**src/rtl/cfrs_pkg.sv**
```systemverilog
// ----------------------------------------------------------------------------
// cfrs_pkg: channel flow routing step package
// Shared constants, item types, unit request/response types and saturation.
// ----------------------------------------------------------------------------
package cfrs_pkg;

  // network size
  localparam int unsigned JUNCTIONS = 16;
  localparam int unsigned NODE_W    = (JUNCTIONS > 1) ? $clog2(JUNCTIONS) : 1;
  localparam int unsigned MAT_DEPTH = JUNCTIONS * JUNCTIONS;
  localparam int unsigned MAT_W     = (MAT_DEPTH > 1) ? $clog2(MAT_DEPTH) : 1;

  // accumulator: J terms of a 48-bit floored product
  localparam int unsigned ACC_W = 49 + NODE_W;

  // shared divider operand width (signed)
  localparam int unsigned DIV_W   = 52;
  localparam int unsigned DIV_CNT_W = $clog2(DIV_W + 1);

  // function codes
  localparam logic [2:0] FUNC_WR_MAT  = 3'd0;
  localparam logic [2:0] FUNC_WR_NODE = 3'd1;
  localparam logic [2:0] FUNC_CLR     = 3'd2;
  localparam logic [2:0] FUNC_ADD     = 3'd3;
  localparam logic [2:0] FUNC_STEP    = 3'd4;
  localparam logic [2:0] FUNC_PIN     = 3'd5;

  // configuration register indexes
  localparam int unsigned CFG_IDX_W = 2;
  localparam logic [CFG_IDX_W-1:0] CFG_TIME_STEP = 2'd0;
  localparam logic [CFG_IDX_W-1:0] CFG_SLOPE     = 2'd1;

  localparam logic [15:0] TIME_STEP_RST = 16'd60;
  localparam logic [30:0] SLOPE_RST     = 31'd65;

  // 64-bit saturation bounds, held at 66 bits
  localparam logic signed [65:0] I64_MAX = 66'sd9223372036854775807;
  localparam logic signed [65:0] I64_MIN = -66'sd9223372036854775808;
  localparam logic signed [65:0] SA_HI   = 66'sd2305843009213693951;
  localparam logic signed [65:0] SA_LO   = -66'sd2305843009213693952;

  typedef struct packed {
    logic        [2:0]  func;
    logic        [5:0]  row_node;
    logic        [5:0]  column;
    logic signed [31:0] coefficient;
    logic signed [31:0] node_capacity;
    logic signed [31:0] bottom;
    logic signed [31:0] side;
    logic signed [31:0] rough;
    logic signed [31:0] inflow;
  } in_item_t;

  typedef struct packed {
    logic        [5:0]  node;
    logic signed [31:0] flow;
    logic               last;
    logic               fault;
  } res_item_t;

  typedef struct packed {
    logic signed [31:0] cap;
    logic signed [31:0] bottom;
    logic signed [31:0] side;
    logic signed [31:0] rough;
  } node_par_t;

  typedef struct packed {
    logic                    start;
    logic signed [DIV_W-1:0] num;
    logic signed [DIV_W-1:0] den;
  } div_req_t;

  typedef struct packed {
    logic               done;
    logic signed [31:0] quo;
    logic               dz;
  } div_rsp_t;

  typedef struct packed {
    logic        start;
    logic [63:0] rad;
  } sqrt_req_t;

  typedef struct packed {
    logic        done;
    logic [31:0] root;
  } sqrt_rsp_t;

  typedef struct packed {
    logic        start;
    logic [62:0] x;
  } cbrt_req_t;

  typedef struct packed {
    logic        done;
    logic [20:0] c;
  } cbrt_rsp_t;

  // saturate a wide signed value to 32 bits
  function automatic logic signed [31:0] sat32(input logic signed [65:0] x);
    logic fits;
    fits = (&x[65:31]) | ~(|x[65:31]);
    if (fits) begin
      return x[31:0];
    end else if (x[65]) begin
      return 32'sh8000_0000;
    end else begin
      return 32'sh7FFF_FFFF;
    end
  endfunction

endpackage

```
**src/rtl/cfrs_sqrt.sv**
```systemverilog
// ----------------------------------------------------------------------------
// cfrs_sqrt: floor integer square root
// 64-bit radicand, one root bit per cycle.
// ----------------------------------------------------------------------------
module cfrs_sqrt (
  input  logic                clk_i,
  input  logic                rst_ni,
  input  cfrs_pkg::sqrt_req_t req_i,
  output cfrs_pkg::sqrt_rsp_t rsp_o
);
  import cfrs_pkg::*;

  logic        busy_q;
  logic [5:0]  cnt_q;
  logic [63:0] x_q;
  logic [33:0] rem_q;
  logic [31:0] root_q;
  logic        done_q;

  logic [34:0] rem_sh;
  logic [34:0] trial;
  logic        take;

  always_comb begin
    rem_sh = {rem_q[32:0], x_q[63:62]};
    trial  = {1'b0, root_q, 2'b01};
    take   = (rem_sh >= trial);
  end

  always_ff @(posedge clk_i or negedge rst_ni) begin
    if (!rst_ni) begin
      busy_q <= 1'b0;
      cnt_q  <= '0;
      x_q    <= '0;
      rem_q  <= '0;
      root_q <= '0;
      done_q <= 1'b0;
    end else begin
      done_q <= 1'b0;
      if (req_i.start) begin
        busy_q <= 1'b1;
        cnt_q  <= 6'd32;
        x_q    <= req_i.rad;
        rem_q  <= '0;
        root_q <= '0;
      end else if (busy_q) begin
        x_q    <= {x_q[61:0], 2'b00};
        rem_q  <= take ? 34'(rem_sh - trial) : 34'(rem_sh);
        root_q <= {root_q[30:0], take};
        cnt_q  <= cnt_q - 1'b1;
        if (cnt_q == 6'd1) begin
          busy_q <= 1'b0;
          done_q <= 1'b1;
        end
      end
    end
  end

  assign rsp_o.done = done_q;
  assign rsp_o.root = root_q;

endmodule

```
**config.mk**
```make
export PLATFORM = sky130hd
export DESIGN_NAME = cfrs_sqrt
export DESIGN_NICKNAME = d
export VERILOG_FILES = /design/src/rtl/cfrs_pkg.sv /design/src/rtl/cfrs_sqrt.sv
export SDC_FILE = /design/constraint.sdc
export NUM_CORES = 1
export LEC_CHECK = 0
export ABC_AREA = 1
export BUFFER_PORTS_ARGS = -buffer_cell sky130_fd_sc_hd__buf_4
export CORE_UTILIZATION = 30
export DETAILED_ROUTE_END_ITERATION = 16
export MAX_ROUTING_LAYER = met4
export PLACE_DENSITY = 0.57
export SLEW_MARGIN = 20
export SYNTH_ARGS = -nofsm -noshare
export SYNTH_HDL_FRONTEND = slang
export SYNTH_SLANG_ARGS = --single-unit
```
**constraint.sdc**
```tcl
create_clock -name clk_i -period 3.05 [get_ports clk_i]
set_input_delay 0.1525 -clock clk_i [delete_from_list [all_inputs] [get_ports clk_i]]
set_output_delay 0.1525 -clock clk_i [all_outputs]
set_load 0.01 [all_outputs]
```
Word level (Yosys, flattened, before mapping)
Index checks and enable logic that the tools add are counted.
{"block": "op_classes", "n_addsub": 2, "order_cmp": 1, "eq_ne": 1, "muxes": 15, "reduce_logical": 1}
{"operator": "$mux 64", "count": 2}
{"operator": "$mux 33", "count": 3}
{"operator": "$mux 32", "count": 2}
{"operator": "$ge 35x34->1", "count": 1}
{"operator": "$sub 33x33->33", "count": 1}
{"operator": "$mux 6", "count": 2}
{"operator": "$eq 6x1->1 const B", "count": 1}
{"operator": "$mux 1", "count": 6}
{"operator": "$sub 6x1->6 const B", "count": 1}
{"operator": "$reduce_bool 2->1", "count": 1}
{"block": "word_totals", "regBits": 137, "input_bits": 67, "word_cells": 26}

Depth between registers and ports, before layout
Gate-level depths: netlist of the first run.
{"block": "depth", "depth_word": 4, "depth_mapped": 16, "depth_no_buf": 16}

Least setup slack after synthesis of the first run
Ideal clock, no wire load.
{"block": "synth_timing", "kind": "register to register", "startpoint": "register root_q[13]", "endpoint": "register rem_q[16]", "setup_time_ns": 0.128, "arrival_ns": 1.865, "t_required_ns": 2.922, "path_slack_ns": 1.057, "stages_incl_launch_ff": 15, "path_buffers": 1, "synth_period_minus_slack_ns": 1.993, "cell_sequence": "dfrtp_1 -> inv_1 -> ha_1 -> nand2_2 -> nor2_2 -> inv_2 -> nor2_2 -> nand3_1 -> nand2_2 -> nor2_8 -> nand2_8 -> buf_12 -> nand2_1 -> nand3_1 -> o21ai_1"}
{"block": "synth_via", "elab_chain_cells": 4}
{"element": "from (decl)", "line": "cfrs_sqrt.sv:17", "source": "logic [31:0] root_q;"}
{"element": "from (signal assigned)", "line": "cfrs_sqrt.sv:49", "source": "root_q <= {root_q[30:0], take};"}
{"element": "$sub 33x33->33 or $ge 35x34->1 (tied branches)", "line": "cfrs_sqrt.sv:48, cfrs_sqrt.sv:27"}
{"element": "$mux 33 (*)", "line": "cfrs_sqrt.sv:48", "source": "rem_q <= take ? 34'(rem_sh - trial) : 34'(rem_sh);"}
{"element": "$mux 33 (*)", "line": "cfrs_sqrt.sv:46", "source": "end else if (busy_q) begin"}
{"element": "$mux 33 (*)", "line": "cfrs_sqrt.sv:40", "source": "if (req_i.start) begin"}
{"element": "to (signal assigned)", "line": "cfrs_sqrt.sv:48"}
{"element": "to (decl)", "line": "cfrs_sqrt.sv:16", "source": "logic [33:0] rem_q;"}
Mark *: on every way between the ends. The rest lies on a longest branch, timed or not. The select of a mux whose other input is x is not followed.
A chain may end at the register's enable or synchronous reset.

Worst setup path in the final report of the first run
{"block": "layout_timing", "startpoint": "register root_q[20]", "endpoint": "register rem_q[27]"}
Same word-level chain as after synthesis.

==> flow_metrics.env, run 1 <==
export IMPL_clk_pin_slew_ns=0.07
export IMPL_drc=0
export IMPL_ant_nets=0
export IMPL_synth_ff_type="dfrtp_1"
export IMPL_postLayoutCoreUtil_pct=38.74
export IMPL_r2r_cells=14
export IMPL_tns_ns=0
export IMPL_p_total_mw=9.932
export IMPL_yosysMostFrequentCell="nand2_1"
export IMPL_critPathLaunchType="flip-flop"
export IMPL_ys_types=39
export IMPL_viasPerCell=4.684
export IMPL_crit_type="flip-flop to flip-flop"
export IMPL_dieArea_mm2=0.02987
export IMPL_arrival_ns=3.00
export IMPL_vdd_drop_max_mv=0.3675
export IMPL_cts_sinks=137
export IMPL_cts_root_buf="clkbuf_16"
export IMPL_avgSynthCellArea_um2=7.181
export IMPL_yosys_warnings=0
export IMPL_worst_pin_slew_ns=0.9215
export IMPL_synth_area_leaders="dfrtp_1 39%, nand2_1 17%, inv_1 8.8%, o211ai_1 5.2%, ha_1 5.1%"
export IMPL_min_period_over_period_pct=87.92
export IMPL_yosys_area_top_type="dfrtp_1"
export IMPL_crit_required_ns=3.37
export IMPL_dp_hpwl_mm=17.50
export IMPL_synth_edf_count=0
export IMPL_drv_cap=0
export IMPL_gp_congestion=0.9267
export IMPL_crit_fanout=44
export IMPL_drtIter0Drc=418
export IMPL_rsz0062_at_grt="no"
export IMPL_fillers=2993
export IMPL_die_h_um=172.8
export IMPL_row_count=62
export IMPL_async_flop_share_pct=100.0
export IMPL_worst_slew_margin_rel_pct=38.57
export IMPL_fmaxAchievable_mhz=372.9
export IMPL_finClkSkew_ns=0.01571
export IMPL_grt_use_total_pct=17.90
export IMPL_setup_viol=0
export IMPL_grt_pass1_vias=8231
export IMPL_diodes=0
export IMPL_cts_tree="built"
export IMPL_power_density_mw_per_mm2=893.3
export IMPL_finalHoldViolations=0
export IMPL_slew_viol_final=0
export IMPL_clockBufferDepth=2
export IMPL_port_buffers=99
export IMPL_synth_top_area_share_pct=39.17
export IMPL_holdCritPathClass="primary input to flip-flop"
export IMPL_synth_nets=1322
export IMPL_grt_pass1_wl_mm=41.88
export IMPL_post_cts_buffers=0
export IMPL_grt_max_degree=93
export IMPL_syn_inst=1219
export IMPL_drive_gt1_share_pct=13.35
export IMPL_cellLeakagePower_nw=5.774
export IMPL_io_pins=100
export IMPL_end_kind="flip-flop"
export IMPL_run_status="completed"
export IMPL_syn_to_final_growth_pct=27.02
export IMPL_dr_pass1_iters=6
export IMPL_core_mm2=0.02870
export IMPL_vias=8254
export IMPL_die_w_um=172.8
export IMPL_grt_ovfl_total=0
export IMPL_period_minus_slack_ns=2.682
export IMPL_initial_core_util_pct=30.50
export IMPL_final_net_count=1468
export IMPL_antenna_found_initial=0
export IMPL_ys_ff_latch=137
export IMPL_hold_path_depth=3
export IMPL_htreeDepth=4
export IMPL_drt_wl_total_mm=24.74
export IMPL_synth_area_mm2=0.008753
export IMPL_synth_commonest_cells="387 x nand2_1, 205 x inv_1, 137 x dfrtp_1"
export IMPL_cts_buffers=17
export IMPL_wire_per_inst_um=14.04
export IMPL_yosysSeqAreaShare_pct=39.17
export IMPL_clk_latency_ns=0.43
## state kept, by name, summed over array words and instances (netlist names)
signal  count
busy_q      1
x_q        64
cnt_q       6
done_q      1
rem_q      33
root_q     32
## power breakdown
group,internal [mW],leakage [nW],switching [mW]
clock,1.19,0.302,0.994
combinational,1.91,3.78,3.50
sequential,2.13,1.69,0.207
## cell usage in the layout (no fill, tap or decap), types with 4 or more instances in the layout
cell type | Yosys | routed
clkinv_8 | 0 | 5
dfrtp_1 | 137 | 137
o21ai_1 | 22 | 22
o21bai_1 | 4 | 4
buf_4 | 2 | 107
nand3_1 | 53 | 53
o22ai_1 | 33 | 33
nand4_1 | 7 | 7
nand2_2 | 8 | 8
nand2_1 | 387 | 387
nor2_1 | 56 | 55
o21ai_0 | 64 | 64
inv_6 | 0 | 7
inv_1 | 205 | 205
nor3_1 | 8 | 8
nand3_2 | 10 | 10
o211ai_1 | 61 | 61
xnor2_1 | 13 | 13
dlygate4sd3_1 | 0 | 64
clkbuf_16 | 0 | 17
nor2_2 | 9 | 10
ha_1 | 36 | 36
nand3b_1 | 10 | 10
a21oi_1 | 28 | 28
## kinds of logic (layout without fill, tap and decap cells)
logic type                 Yosys count  after routing  share of synthesized area (%)
AOI/OAI and AO/OA                  216            216                          14.81
xor gates and xnor gates            15             15                          1.501
adders and majority gates           36             36                          5.146
buffers and inverters              257            416                          11.72
DFF                                137            137                          39.17
and+or+nand+nor                    558            558                          27.66
## through the flow
step	hold slack, ns	setup WS, ns	area [µm²]	std cells
2_1_floorplan	-0.1431	1.057	8753	1219
3_3_place_gp	0.3225	0.4268	9857	1666
3_5_place_dp	0.3211	0.4245	9857	1666
4_1_cts	0.0005049	0.3924	11120	1762
5_1_grt	0.01891	0.1624	11120	1762
6_report	0.004773	0.3684	11120	1762
## critical path, cell delays in order (launching register included)
cell and delay, ns:
dfrtp_1 0.38, inv_1 0.09, ha_1 0.39, a21oi_1 0.29, nand2_1 0.12, nand2_1 0.07, nand2_1 0.07, nand2_1 0.07
nand2_2 0.08, nor2_8 0.27, nand2_8 0.27, nand2_4 0.23, nand2_1 0.08, nand2_1 0.07, nand2_1 0.05
## final timing paths
| check | start | slack, ns | end |
|---|---|---|---|
| hold / removal | req_i[41] | 0.005 | x_q[41]$_DFFE_PN0P_ |
| setup / recovery | root_q[20]$_DFFE_PN0P_ | 0.37 | rem_q[27]$_DFFE_PN0P_ |
| setup reg to reg | root_q[20]$_DFFE_PN0P_ | 0.37 | rem_q[27]$_DFFE_PN0P_ |
| min in group asynchronous | rst_ni | 0.37 | root_q[9]$_DFFE_PN0P_ |
| max in group asynchronous | rst_ni | 1.74 | x_q[43]$_DFFE_PN0P_ |
| hold reg to reg | cnt_q[4]$_DFFE_PN0P_ | 0.49 | cnt_q[4]$_DFFE_PN0P_ |
## what timing repair did
item                                   CTS  global route
hold buffers                            64             0
gates resized for setup                  0             0
endpoints found under the hold margin  151             0
## final cells by class
cell class	count	area, µm²	area share (%)
multi-input combinational	825	4302	38.69
sequential	137	3428	30.83
timing repair buffer	174	1495	13.45
inverter	210	792.0	7.124
tap	384	480.5	4.321
clock buffer	17	425.4	3.826
clock inverter	15	195.2	1.756
## layer usage
layer,part of all wire (%),vias up,GRT usage (%),wire length [µm]
met5,0,-,-,0
met4,1.5,0,4.978,380
met3,5.1,22,3.144,1259
met2,46,200,28.41,11450
met1,47,3840,23.41,11650
li1,-,4192,-,-
Note: power is estimated with default switching activity, not from simulation.
==> run 2, diff against run 1 <==
ABC_AREA = not set   (was 1)
SETUP_SLACK_MARGIN = 0.05   (was not set)
==> run 2 against run 1 <==
The run now ends with design-rule violations left. Fmax decreased by 3.8%. Cell count shrank 22%. Wire length fell by 22%. Non-clock buffer count up 11. First-iteration DRC count fell by 22%. Clock skew fell by 0.0034 ns. Count of clock-buffer cells in the layout grew 1. Critical endpoint is now rem_q[20]$_DFFE_PN0P_.
==> flow_metrics.env, run 2 <==
export IMPL_mostFrequentLayoutCells="136 x dfrtp_1, 114 x buf_4, 108 x mux2i_1, 103 x nor2_1, 95 x nand2_1"
export IMPL_comb_power_share_pct=49.0
export IMPL_synth_top_area_share_pct=42.43
export IMPL_crit_fanout=5
export IMPL_cts_tree="built"
export IMPL_drt_wl_total_mm=19.28
export IMPL_reg_top3="x_q x64, rem_q x33, root_q x32"
export IMPL_htreeDepth=4
export IMPL_final_net_count=1127
export IMPL_whs_ns=0.1984
export IMPL_synth_area_leaders="dfrtp_1 42%, mux2i_1 13%, ha_1 5.6%, nor2_1 4.8%, o21ai_0 4.8%"
export IMPL_wire_per_inst_um=14.06
export IMPL_yosysSeqAreaShare_pct=42.43
export IMPL_cts_sinks=137
export IMPL_synth_nets=979
export IMPL_crit_required_ns=3.38
export IMPL_slew_viol_final=0
export IMPL_io_pins=100
export IMPL_synth_edf_count=0
export IMPL_drtIter0Drc=324
export IMPL_yosys_area_top_type="dfrtp_1"
export IMPL_clockBufferDepth=2
export IMPL_fmaxAchievable_mhz=358.6
export IMPL_drc=1
export IMPL_power_switching_mw=3.485
export IMPL_cpMaxStageDelayCell="o31ai_1"
export IMPL_use_met2_pct=24.03
export IMPL_vias=6661
export IMPL_diodes=0
export IMPL_drive_gt1_share_pct=16.70
export IMPL_viasPerCell=4.858
export IMPL_sw_frac_of_total_pct=38.93
export IMPL_ys_types=61
export IMPL_final_common_cell="dfrtp_1"
export IMPL_r2r_slack_ns=0.26
export IMPL_clkPwrFrac_pct=24.8
export IMPL_row_count=59
export IMPL_port_buffers=99
export IMPL_grt_use_total_pct=15.06
export IMPL_yosys_warnings=0
export IMPL_final_area_mm2=0.01051
export IMPL_ys_ff_latch=137
export IMPL_synth_ff_type="dfrtp_1"
export IMPL_layout_cells_non_filler=1371
export IMPL_met3_usage_pct=2.955
export IMPL_fillers=2571
export IMPL_avgSynthCellArea_um2=9.223
export IMPL_clk_latency_ns=0.44
export IMPL_setup_viol=0
export IMPL_hold_path_depth=3
export IMPL_cts_root_buf="clkbuf_16"
export IMPL_dp_hpwl_mm=12.76
export IMPL_die_h_um=166.1
export IMPL_grt_ovfl_total=0
export IMPL_async_flop_share_pct=100.0
export IMPL_cellLeakagePower_nw=5.371
export IMPL_initial_core_util_pct=30.83
export IMPL_met1_usage_pct=19.15
export IMPL_worst_slew_margin_rel_pct=54.39
export IMPL_dr_pass1_iters=10
export IMPL_r2r_cells=11
export IMPL_dp_cells=1273
export IMPL_grt_pass1_vias=6716
export IMPL_dieArea_mm2=0.02759
export IMPL_slowest_delay_ns=0.40
export IMPL_place_area_mm2=0.009180
export IMPL_core_mm2=0.02621
export IMPL_p_total_mw=8.953
export IMPL_ant_nets=0
export IMPL_top_usage_layer="met2"
export IMPL_antenna_found_initial=0
export IMPL_violations="design-rule violations"
export IMPL_yosysMostFrequentCell="dfrtp_1"
export IMPL_tns_ns=0
export IMPL_arrival_ns=3.12
export IMPL_min_period_over_period_pct=91.44
export IMPL_run_status="finished, violations left"
export IMPL_p_int_mw=5.468
export IMPL_largest_reg_flops=64
export IMPL_syn_to_final_growth_pct=30.14
export IMPL_vdd_drop_max_mv=0.5685
export IMPL_critPathLaunchType="flip-flop"
export IMPL_worst_pin_slew_ns=0.6842
export IMPL_period_minus_slack_ns=2.789
export IMPL_rsz0062_at_grt="yes"
export IMPL_synth_area_mm2=0.008079
export IMPL_path_cells="inv_1, ha_1, nor2b_1, o31a_1, o31ai_1, o211a_1, o211ai_1, o211ai_1, xnor2_1, mux2i_1, a211oi_1"
export IMPL_synth_commonest_cells="137 x dfrtp_1, 108 x mux2i_1, 104 x nor2_1"
export IMPL_end_kind="flip-flop"
export IMPL_power_density_mw_per_mm2=851.5
export IMPL_holdCritPathClass="primary input to flip-flop"
export IMPL_drv_cap=0
export IMPL_die_w_um=166.1
export IMPL_seqPwrFrac_pct=26.2
export IMPL_gp_congestion=0.8304
export IMPL_crit_type="flip-flop to flip-flop"
export IMPL_grt_max_degree=88
export IMPL_syn_inst=876
export IMPL_cts_buffers=17
export IMPL_finClkSkew_ns=0.01228
export IMPL_grt_pass1_wl_mm=32.99
export IMPL_top_register="x_q"
export IMPL_finalHoldViolations=0
export IMPL_cpMostUsedCell="o211ai_1"
export IMPL_clk_pin_slew_ns=0.06
run 2: cells by family after synthesis:
group           synth area share [%]
mux                            13.52
xor+xnor                       3.469
buf+inv                        5.157
compound gates                 16.32
flops                          42.43
simple gates                   13.52
fa+ha+maj                      5.575
run 2: layout make-up:
class / instances / area [µm²] / share of cell area [%]
sequential: 137 / 3432 / 32.64
timing repair buffer: 185 / 1609 / 15.30
inverter: 40 / 150.1 / 1.428
clock inverter: 13 / 182.7 / 1.737
tap: 335 / 419.2 / 3.987
clock buffer: 18 / 439.2 / 4.177
multi-input combinational: 643 / 4282 / 40.72
run 2: critical path, delay by kind of cell (launching register included):
kind | cells | cell delay [ns]
DFF | 1 | 0.38
xor gates and xnor gates | 1 | 0.14
muxes | 1 | 0.08
buffers and inverters | 1 | 0.06
AOI/OAI and AO/OA | 6 | 1.51
adders and majority gates | 1 | 0.34
and+or+nand+nor | 1 | 0.17
run 2: final timing paths:
path | start | end
max | root_q[0]$_DFFE_PN0P_ | rem_q[20]$_DFFE_PN0P_
min | req_i[64] | x_q[23]$_DFFE_PN0P_
max reg2reg | root_q[0]$_DFFE_PN0P_ | rem_q[20]$_DFFE_PN0P_
min reg2reg | cnt_q[5]$_DFFE_PN0P_ | cnt_q[5]$_DFFE_PN0P_
max in group asynchronous | rst_ni | x_q[49]$_DFFE_PN0P_
min in group asynchronous | rst_ni | root_q[19]$_DFFE_PN0P_
run 2: timing repair:
action                     in CTS  in global routing
resized for setup               0                  7
hold buffers                   65                  0
setup buffers                   0                  2
setup endpoints to repair       0                  9
hold endpoints to repair      131                  0
run 2: stage by stage:
| stage | worst slack [ns] | utilization [%] |
|---|---|---|
| global route | 0.04921 | 40.12 |
| finish | 0.2610 | 40.12 |
| global placement | 0.3006 | 35.03 |
| CTS | 0.1967 | 39.89 |
| detailed placement | 0.2211 | 35.03 |
| floorplan | 0.5210 | - |
run 2: power groups by stage:
| stage | combinational, mW | sequential [mW] | clock [mW] |
|---|---|---|---|
| final | 4.39 | 2.34 | 2.22 |
| after global routing | 4.92 | 2.38 | 2.35 |
| after CTS | 4.34 | 2.34 | 2.28 |
| after detailed placement | 4.24 | 2.37 | 0 |
| after global placement | 4.21 | 2.37 | 0 |
| after floorplan | 3.45 | 2.30 | 0 |
run 2: per-layer routing:
layer | routed length, µm | up-vias
li1 | - | 3352
met1 | 9376 | 3166
met2 | 8987 | 123
met3 | 648 | 20
met4 | 265 | 0
met5 | 0 | -
==> run 3, diff against run 2 <==
GPL_TIMING_DRIVEN = 0   (was not set)
==> run 3 against run 2 <==
The run still ends with design-rule violations left. Global-route usage increased by 1.4 points. Via count is 3.0% higher. Die area is the same. Largest power group unchanged. Cell area is 1.4% higher.
==> flow_metrics.env, run 3 (synthesis gave the netlist of run 2 again) <==
export IMPL_die_h_um=166.1
export IMPL_fmaxAchievable_mhz=350.8
export IMPL_crit_type="flip-flop to flip-flop"
export IMPL_end_kind="flip-flop"
export IMPL_worst_pin_slew_ns=0.8120
export IMPL_gp_congestion=0.8819
export IMPL_violations="design-rule violations"
export IMPL_grt_ovfl_total=0
export IMPL_diodes=0
export IMPL_arrival_ns=3.19
export IMPL_dp_hpwl_mm=15.20
export IMPL_die_w_um=166.1
export IMPL_clk_latency_ns=0.43
export IMPL_drc=1
export IMPL_clkPwrFrac_pct=24.0
export IMPL_tns_ns=0
export IMPL_htreeDepth=4
export IMPL_final_common_cell="dfrtp_1"
export IMPL_layout_cells_non_filler=1414
export IMPL_power_switching_mw=3.672
export IMPL_place_area_mm2=0.009269
export IMPL_final_area_mm2=0.01066
export IMPL_top_register="x_q"
export IMPL_mostFrequentLayoutCells="137 x dfrtp_1, 108 x mux2i_1, 106 x buf_4, 102 x nor2_1, 95 x nand2_1"
export IMPL_drv_cap=0
export IMPL_dr_pass1_iters=11
export IMPL_hold_path_depth=2
export IMPL_min_period_over_period_pct=93.45
export IMPL_rsz0062_at_grt="yes"
export IMPL_grt_max_degree=73
export IMPL_crit_fanout=8
export IMPL_power_density_mw_per_mm2=856.4
export IMPL_dieArea_mm2=0.02759
export IMPL_r2r_end="rem_q[30]$_DFFE_PN0P_"
export IMPL_worst_slew_margin_rel_pct=45.87
export IMPL_cts_tree="built"
export IMPL_slew_viol_final=0
export IMPL_vdd_drop_max_mv=0.3957
export IMPL_drive_gt1_share_pct=16.22
export IMPL_ant_nets=0
export IMPL_clk_pin_slew_ns=0.07
export IMPL_whs_ns=0.1187
export IMPL_drt_wl_total_mm=21.10
export IMPL_cts_sinks=137
export IMPL_p_int_mw=5.455
export IMPL_r2r_cells=12
export IMPL_wire_per_inst_um=14.92
export IMPL_viasPerCell=4.854
export IMPL_r2r_slack_ns=0.20
export IMPL_grt_pass1_wl_mm=35.29
export IMPL_finClkSkew_ns=0.01162
export IMPL_crit_required_ns=3.39
export IMPL_antenna_found_initial=0
export IMPL_hold_path_startpoint="req_i[64]"
export IMPL_grt_pass1_vias=6914
export IMPL_syn_to_final_growth_pct=31.90
export IMPL_row_count=59
export IMPL_finalHoldViolations=0
export IMPL_period_minus_slack_ns=2.850
export IMPL_comb_power_share_pct=50.5
export IMPL_p_total_mw=9.126
export IMPL_largest_reg_flops=64
export IMPL_setup_viol=0
export IMPL_drtIter0Drc=310
export IMPL_initial_core_util_pct=30.83
export IMPL_critPathLaunchType="flip-flop"
export IMPL_cts_buffers=17
export IMPL_io_pins=100
export IMPL_run_status="finished, violations left"
export IMPL_grt_use_total_pct=16.44
export IMPL_dp_cells=1310
export IMPL_holdCritPathClass="primary input to flip-flop"
export IMPL_seqPwrFrac_pct=25.5
export IMPL_core_mm2=0.02621
export IMPL_vias=6863
export IMPL_port_buffers=98
export IMPL_r2r_start="root_q[9]$_DFFE_PN0P_"
export IMPL_clockBufferDepth=2
export IMPL_sw_frac_of_total_pct=40.23
export IMPL_cellLeakagePower_nw=5.419
export IMPL_cts_root_buf="clkbuf_16"
export IMPL_reg_top3="x_q x64, rem_q x33, root_q x32"
export IMPL_hold_path_end="x_q[25]$_DFFE_PN0P_"
export IMPL_final_net_count=1169
-- run 3: changes by cell type in the layout (fill, tap and decap cells not counted), moves of 2 or more --
| cell | delta |
|---|---|
| clkbuf_1 | +37 |
| buf_4 | -8 |
| buf_1 | +5 |
| buf_12 | -4 |
| buf_2 | +4 |
| buf_6 | +4 |
| clkinv_8 | +3 |
| a21oi_1 | -2 |
| a21oi_2 | +2 |
| ha_1 | +2 |
-- run 3: routing by layer --
layer | vias to the layer above | share of wire [%] | track usage (%)
li1 | 3444 | - | -
met1 | 3229 | 47 | 20.88
met2 | 165 | 47 | 26.42
met3 | 25 | 4.6 | 3.170
met4 | 0 | 1.8 | 4.957
met5 | - | 0 | -
-- run 3: area by class of cell --
cell class                      instances  area, µm²
Clock buffer                           17      425.4
Clock inverter                         15      205.2
Multi-Input combinational cell        643       4282
Sequential cell                       137       3428
Fill cell                            2579      15550
Tap cell                              335      419.2
Timing Repair Buffer                  171       1474
Buffer                                 56      272.8
Inverter                               40      150.1
-- run 3: how the worst max path moves through the flow --
stage / startpoint / endpoint / slack (ns)
after floorplan: root_q[26]$_DFFE_PN0P_ / rem_q[30]$_DFFE_PN0P_ / 0.52
after global placement: root_q[0]$_DFFE_PN0P_ / rem_q[16]$_DFFE_PN0P_ / 0.18
after detailed placement: root_q[0]$_DFFE_PN0P_ / rem_q[22]$_DFFE_PN0P_ / 0.15
after CTS: root_q[0]$_DFFE_PN0P_ / rem_q[30]$_DFFE_PN0P_ / 0.15
after global routing: root_q[7]$_DFFE_PN0P_ / rem_q[30]$_DFFE_PN0P_ / 0.04
final: root_q[9]$_DFFE_PN0P_ / rem_q[30]$_DFFE_PN0P_ / 0.20
-- run 3: metrics by stage --
| step | worst slack (ns) | utilization, % |
|---|---|---|
| after global placement | 0.1823 | 35.24 |
| after global routing | 0.04072 | 40.66 |
| after detailed placement | 0.1542 | 35.37 |
| final | 0.1996 | 40.66 |
| after CTS | 0.1461 | 40.26 |
| after floorplan | 0.5210 | - |
-- run 3: power by group through the flow --
stage / Combinational (mW) / Clock [mW] / Sequential, mW
finish: 4.61 / 2.19 / 2.33
global route: 5.11 / 2.33 / 2.37
global placement: 4.34 / 0 / 2.36
CTS: 4.47 / 2.24 / 2.33
floorplan: 3.45 / 0 / 2.30
detailed placement: 4.37 / 0 / 2.36
-- run 3: what timing repair did --
| item | 4_1_cts | 5_1_grt |
|---|---|---|
| hold buffers | 65 | 0 |
| setup buffers | 0 | 7 |
| endpoints found under the setup margin | 0 | 26 |
| gates resized for setup | 0 | 12 |
| endpoints found under the hold margin | 129 | 0 |
-- run 3: critical path, cell delays in order, from the launching register on --
cell and delay [ns]:
dfrtp_1 0.40, inv_1 0.08, ha_1 0.30, buf_6 0.14, nand4_1 0.15, nor2_2 0.18, o21ai_2 0.10, a2111oi_4 0.43
nor2_2 0.10, o41ai_2 0.40, xor2_1 0.18, mux2i_1 0.10, a211oi_2 0.21
